--- src/hdl/expf_pkg.sv ---
package expf_pkg;

	localparam int NumStages = 20;
	localparam int NumSlots = 14;
	localparam int SlotBase = 5;

	localparam logic [31:0] F_INV_LN2 = 32'h3FB8AA3B;
	localparam logic [31:0] F_LN2_HI = 32'h3F317218;
	localparam logic [31:0] F_LN2_LO = 32'hB102E308;
	localparam logic [31:0] F_CLAMP = 32'h42B00000;
	localparam logic [31:0] F_CLAMP_NEG = 32'hC2B00000;
	localparam logic [31:0] F_ONE = 32'h3F800000;
	localparam logic [31:0] F_QNAN = 32'h7FC00000;
	localparam logic [31:0] F_PINF = 32'h7F800000;
	localparam logic [31:0] F_ZERO = 32'h00000000;

	typedef enum logic [1:0] {
		OP_MUL,
		OP_ADD,
		OP_PASS
	} slot_op_t;

	typedef struct packed {
		logic [31:0] x;
		logic [31:0] a;
		logic [31:0] b;
		logic [31:0] r;
		logic [31:0] acc;
		logic signed [8:0] n;
		logic spec;
		logic [31:0] sval;
	} pipe_t;

	function automatic logic [31:0] coef(logic mode, logic [2:0] k);
		logic [31:0] c;
		if (!mode) begin
			case (k)
				3'd0: c = 32'h3F800000;
				3'd1: c = 32'h3F800000;
				3'd2: c = 32'h3EFFFFF2;
				3'd3: c = 32'h3E2AABBF;
				3'd4: c = 32'h3D2A9436;
				3'd5: c = 32'h3C098C59;
				3'd6: c = 32'h3AA8E9B6;
				default: c = 32'h39939330;
			endcase
		end else begin
			case (k)
				3'd0: c = 32'h3F800000;
				3'd1: c = 32'h3F800000;
				3'd2: c = 32'h3F000000;
				3'd3: c = 32'h3E2AAAAB;
				3'd4: c = 32'h3D2AAAAB;
				3'd5: c = 32'h3C088889;
				3'd6: c = 32'h3AB60B61;
				default: c = 32'h39500D01;
			endcase
		end
		return c;
	endfunction

	// Binary32 multiply of finite operands, round to nearest even, subnormals kept.
	function automatic logic [31:0] fp_mul(logic [31:0] a, logic [31:0] b);
		logic sg;
		logic [23:0] ma, mb;
		logic [47:0] p;
		logic [63:0] pw, m;
		logic g, st;
		logic [31:0] tv;
		int ea, eb, lead, e, sh, ebf, tot;
		sg = a[31] ^ b[31];
		ea = (a[30:23] == 8'd0) ? 1 : int'(a[30:23]);
		eb = (b[30:23] == 8'd0) ? 1 : int'(b[30:23]);
		ma = {(a[30:23] != 8'd0), a[22:0]};
		mb = {(b[30:23] != 8'd0), b[22:0]};
		p = ma * mb;
		if (p == 48'd0) begin
			return {sg, 31'd0};
		end
		lead = 0;
		for (int i = 0; i < 48; i++) begin
			if (p[i]) begin
				lead = i;
			end
		end
		e = lead + ea + eb - 173;
		sh = lead - 23;
		if (e < 1) begin
			sh = sh + (1 - e);
		end
		if (sh > 50) begin
			sh = 50;
		end
		pw = {16'd0, p};
		if (sh <= 0) begin
			m = pw << (-sh);
			g = 1'b0;
			st = 1'b0;
		end else begin
			m = pw >> sh;
			g = pw[sh-1];
			st = |(pw & ((64'd1 << (sh - 1)) - 64'd1));
		end
		m = m + {63'd0, g & (st | m[0])};
		if (e >= 255) begin
			return {sg, F_PINF[30:0]};
		end
		ebf = (e >= 1) ? (e - 1) : 0;
		tot = ebf * 8388608 + int'(m[24:0]);
		if (tot >= 255 * 8388608) begin
			return {sg, F_PINF[30:0]};
		end
		tv = 32'(tot);
		return {sg, tv[30:0]};
	endfunction

	// Binary32 add of finite operands, round to nearest even.
	function automatic logic [31:0] fp_add(logic [31:0] ai, logic [31:0] bi);
		logic [31:0] a, b, tv;
		logic sa, sb, g, st;
		logic [23:0] ma, mb;
		logic [26:0] ta, tb, mbs, mm;
		logic [27:0] s;
		logic [24:0] m;
		int ea, eb, d, lead, shl, e, tot;
		if (ai[30:0] < bi[30:0]) begin
			a = bi;
			b = ai;
		end else begin
			a = ai;
			b = bi;
		end
		sa = a[31];
		sb = b[31];
		ea = (a[30:23] == 8'd0) ? 1 : int'(a[30:23]);
		eb = (b[30:23] == 8'd0) ? 1 : int'(b[30:23]);
		ma = {(a[30:23] != 8'd0), a[22:0]};
		mb = {(b[30:23] != 8'd0), b[22:0]};
		d = ea - eb;
		ta = {ma, 3'd0};
		tb = {mb, 3'd0};
		if (d >= 27) begin
			mbs = {26'd0, |tb};
		end else begin
			mbs = (tb >> d) | {26'd0, |(tb & ((27'd1 << d) - 27'd1))};
		end
		if (sa == sb) begin
			s = {1'b0, ta} + {1'b0, mbs};
		end else begin
			s = {1'b0, ta} - {1'b0, mbs};
		end
		if (s == 28'd0) begin
			return {sa & sb, 31'd0};
		end
		lead = 0;
		for (int i = 0; i < 28; i++) begin
			if (s[i]) begin
				lead = i;
			end
		end
		if (lead == 27) begin
			mm = s[27:1] | {26'd0, s[0]};
			e = ea + 1;
		end else begin
			shl = 26 - lead;
			if (shl > ea - 1) begin
				shl = ea - 1;
			end
			mm = s[26:0] << shl;
			e = ea - shl;
		end
		g = mm[2];
		st = |mm[1:0];
		m = {1'b0, mm[26:3]} + {24'd0, g & (st | mm[3])};
		if (e >= 255) begin
			return {sa, F_PINF[30:0]};
		end
		tot = (e - 1) * 8388608 + int'(m);
		if (tot >= 255 * 8388608) begin
			return {sa, F_PINF[30:0]};
		end
		tv = 32'(tot);
		return {sa, tv[30:0]};
	endfunction

	function automatic logic [31:0] fp_sub(logic [31:0] a, logic [31:0] b);
		return fp_add(a, {~b[31], b[30:0]});
	endfunction

	// Round to integer, half away from zero; the magnitude stays below 128.
	function automatic logic signed [8:0] round_n(logic [31:0] f);
		logic [24:0] mant;
		logic [24:0] mag;
		int e, sh;
		e = int'(f[30:23]);
		if (e < 126) begin
			mag = 25'd0;
		end else begin
			sh = 150 - e;
			mant = {2'b01, f[22:0]};
			mag = (mant + (25'd1 << (sh - 1))) >> sh;
		end
		return f[31] ? -$signed({1'b0, mag[7:0]}) : $signed({1'b0, mag[7:0]});
	endfunction

	function automatic logic [31:0] int_to_fp(logic signed [8:0] n);
		logic [7:0] mag;
		logic [30:0] fr;
		int lead;
		mag = n[8] ? 8'(-n) : n[7:0];
		if (mag == 8'd0) begin
			return F_ZERO;
		end
		lead = 0;
		for (int i = 0; i < 8; i++) begin
			if (mag[i]) begin
				lead = i;
			end
		end
		fr = {23'd0, mag} << (23 - lead);
		return {n[8], 8'(127 + lead), fr[22:0]};
	endfunction

	// 2^n for n in the range -127 to 127.
	function automatic logic [31:0] pow2(logic signed [8:0] n);
		logic signed [8:0] be;
		be = n + 9'sd127;
		if (n >= -9'sd126) begin
			return {1'b0, be[7:0], 23'd0};
		end
		return 32'h00400000;
	endfunction

	function automatic slot_op_t slot_op(logic mode, logic [3:0] j);
		if (mode && j == 4'd10) return OP_ADD;
		if (mode && j == 4'd11) return OP_MUL;
		if (mode && j == 4'd12) return OP_ADD;
		if (mode && j == 4'd13) return OP_PASS;
		return j[0] ? OP_ADD : OP_MUL;
	endfunction

	function automatic logic [31:0] slot_coef(logic mode, logic [3:0] j);
		logic [3:0] k;
		k = 4'd6 - {1'b0, j[3:1]};
		if (mode && j >= 4'd10) return F_ONE;
		return coef(mode, k[2:0]);
	endfunction

endpackage

--- src/hdl/expf_slot.sv ---
module expf_slot
	import expf_pkg::*;
(
	input  logic        poly_mode,
	input  logic [3:0]  slot_idx,
	input  logic [31:0] r,
	input  logic [31:0] acc_in,
	output logic [31:0] acc_out
);

	// One Horner operation: multiply by r, add a coefficient, or hold.
	always_comb begin
		case (slot_op(poly_mode, slot_idx))
			OP_MUL: acc_out = fp_mul(r, acc_in);
			OP_ADD: acc_out = fp_add(slot_coef(poly_mode, slot_idx), acc_in);
			default: acc_out = acc_in;
		endcase
	end

endmodule

--- config.mk ---
export PLATFORM = sky130hd
export DESIGN_NAME = expf_slot
export DESIGN_NICKNAME = d
export VERILOG_FILES = /design/src/hdl/expf_pkg.sv /design/src/hdl/expf_slot.sv
export SDC_FILE = /design/constraint.sdc
export NUM_CORES = 2
export LEC_CHECK = 0
export ABC_AREA = 1
export BUFFER_PORTS_ARGS = -buffer_cell sky130_fd_sc_hd__buf_2
export CAP_MARGIN = 30
export CELL_PAD_IN_SITES_DETAIL_PLACEMENT = 0
export CELL_PAD_IN_SITES_GLOBAL_PLACEMENT = 2
export CORE_ASPECT_RATIO = 0.5
export CORE_MARGIN = 2
export CORE_UTILIZATION = 39
export DETAILED_ROUTE_END_ITERATION = 8
export PLACE_DENSITY_LB_ADDON = 0.1
export SYNTH_ARGS = -nofsm -noshare
export SYNTH_HDL_FRONTEND = slang
export SYNTH_SLANG_ARGS = --single-unit
--- constraint.sdc ---
create_clock -name vclk -period 61.2
set_clock_uncertainty 0.2 [all_clocks]
set_input_delay 6.12 -clock vclk [all_inputs]
set_output_delay 6.12 -clock vclk [all_outputs]
set_load 0.01 [all_outputs]
==> impl_results.rst <==
.. list-table::
   :header-rows: 1

   * - Metric
     - Value
   * - Syn_area_per_cell
     - 5.96 um2
   * - Initial detailed-routing violation count
     - 4,373
   * - Count of boundary I/O pins
     - just over 100
   * - Slowest cell on the critical path
     - o311ai_1
   * - Number of antenna violations at the first check in global routing
     - 6
   * - Share of Yosys cell area claimed by the top area cell type
     - 0.238
   * - Total setup buffers inserted after CTS
     - 0
   * - Final WL
     - 182,000 um
   * - Number of buffers inserted for hold repair after clock tree synthesis
     - 0
   * - Top cells by area in the synthesized netlist
     - fa_1, nand2_1, inv_1
   * - Number of optimization iterations in the first detailed-route pass
     - 6
   * - Count of input and output buffers
     - 101
   * - Most frequent cell after synthesis
     - nand2_1
   * - Die Footprint
     - 110,000 um2
   * - Transition time at the pin with the least slew margin
     - 1.05 ns
   * - Initial Utilization
     - 0.395
   * - Maximum clock frequency
     - ~30 MHz
   * - Area of the mapped netlist
     - 41,600 um2
   * - Max-capacitance violation count
     - 0
   * - Vias after detailed routing
     - 45,200
   * - Area growth from synthesis to layout
     - 3.75%
   * - Height of the die
     - around 240 um
   * - Largest fanout on the critical path
     - 50
   * - Non-filler instance count after layout
     - ~8,300
   * - Sequential cell area fraction in the yosys report
     - 0
   * - Warnings from Yosys
     - 0
   * - Synthesized instance count
     - around 7,000
   * - Path category of the worst min-delay check
     - input pin to primary output
   * - GRT overflow
     - 0
   * - Max-slew headroom at the worst pin
     - 0.296
   * - Number of remaining DRC errors
     - 0
   * - Critical Path Max Stage Delay
     - approximately 0.63 ns
   * - Run status
     - finished, final reports clean
   * - Final setup viols
     - 0
   * - Net total in the final layout
     - about 7,800
   * - Number of global-route vias before repair
     - around 44,000
   * - Most common library cells after synthesis
     - nand2_1, inv_1, nor2_1, nand3_1, fa_1
   * - Hold violation count in the final report
     - 0
   * - Global placement routability congestion
     - about 1.0
   * - Routed len/inst
     - 21.9 um
   * - Leading area contributor after synthesis
     - fa_1
   * - Number of nets still failing antenna checks after routing
     - 0
   * - Vias per cell
     - ~5.4
   * - Required time at the worst-slack endpoint
     - 54.88 ns
   * - Placement-stage worst setup slack
     - between 20 and 30 ns
   * - Cell occurring most often along the worst timing path
     - nand2_1
   * - Arrival time at the worst endpoint
     - between 20 and 30 ns
   * - Placed cell count
     - slightly above 8,000
   * - Largest net degree at the start of global routing
     - 87
   * - Post-route design area
     - ~43,000 um2
   * - Overall track demand over capacity in global routing
     - 0.325
   * - Final critical delay including setup and external delays
     - around 34 ns
   * - Hold Crit Start
     - acc_in[31]
   * - Startpoint type of the worst setup path
     - input pin
   * - Type of the worst setup path
     - input pin to primary output
   * - Std-Cell Core Area
     - approximately 110,000 um2
   * - Post-CTS Resized
     - 0
   * - Die width
     - about 470 um
   * - Instance area after placement
     - between 40,000 and 50,000 um2
   * - Post-detail-place hpwl
     - 150,000 um
   * - Setup repair after global routing missed its margin
     - no
   * - Fraction of layout cells with a size suffix above 1
     - 0.0525
   * - Seq. cell area
     - 0 um2
   * - Global-route wire length before repair
     - ~270,000 um
   * - Total of fill cells in the finished design
     - 11,800
   * - Final max-slew violation count
     - 0
   * - Slack of the critical path
     - between 20 and 30 ns
   * - Start point of the critical path
     - acc_in[25]
   * - Final sum of negative setup slack
     - 0 ns
   * - Endpoint kind of the worst setup timing path
     - primary output
   * - Number of clock buffers in the layout
     - 0
   * - Final period util
     - 0.552
   * - Number of sequential cells
     - 0
   * - Count of standard-cell rows
     - 84
   * - Area of combinational cells with multiple inputs
     - approximately 35,000 um2
   * - Unique masters post-synth
     - 81
layout by cell type, fill, tap and decap left out, drive strengths merged, types with 2 or more instances in the layout:
cell     count
a211oi       6
a31o         2
o221a        2
and3         4
a21oi      234
o2111ai      8
clkinv       7
o22ai       15
buf        159
a31oi       21
nand2     2093
o21ai      400
nor3        53
o31ai       18
inv       1466
clkbuf       2
o21bai      12
nor2       557
xor2        90
o21a        11
nor3b        2
or2         34
nand3      542
nor4        10
a21o        12
o211ai      43
diode        4
a21boi       7
a2111oi      2
xnor2       41
nand3b      20
ha         355
nand4       98
conb         7
fa         495
mux2i       11
o221ai      15
a221oi       3
and2         5
routing by layer:
layer / vias up / GRT usage / wire, um
met2: 1787 / 0.526 / 81000
li1: 21300 / - / -
met4: 0 / 0.0933 / 6220
met5: - / 0 / 0
met3: 296 / 0.0386 / 12900
met1: 21800 / 0.454 / 81400
metrics by stage:
stage | hold WS, ns | util
6_report | 12.47 | 0.410
5_1_grt | 12.52 | 0.410
4_1_cts | 12.47 | 0.410
3_5_place_dp | 12.46 | 0.410
3_3_place_gp | 12.44 | 0.409
2_1_floorplan | 12.18 | -
path summary, 6_finish.rpt:
path	to	slack, ns	cells past startpoint
worst max-delay path	acc_out[6]	27.41	108
worst min-delay path	acc_out[31]	12.47	4
cells by family after synthesis:
kind of cell	count (synthesis)	share of synthesized area
and+or+nand+nor	3420	0.348
buffers and inverters	1758	0.163
adders and majority gates	850	0.345
AOI/OAI and AO/OA	817	0.113
xor gates and xnor gates	131	0.0288
muxes	11	0.00264
other	1	0.0000901
critical path: cells and delay by family:
family                     cells  cell delay [ns]
buffers and inverters         22             3.42
xor gates and xnor gates       3             0.93
AOI/OAI and AO/OA             22             4.31
and+or+nand+nor               45             5.84
adders and majority gates     16             6.71
area by class of cell:
class,count,share of cell area
antenna,4,0.000232
inverter,1473,0.128
multi-input combinational,5236,0.808
tap,1419,0.0411
timing repair buffer,161,0.0227
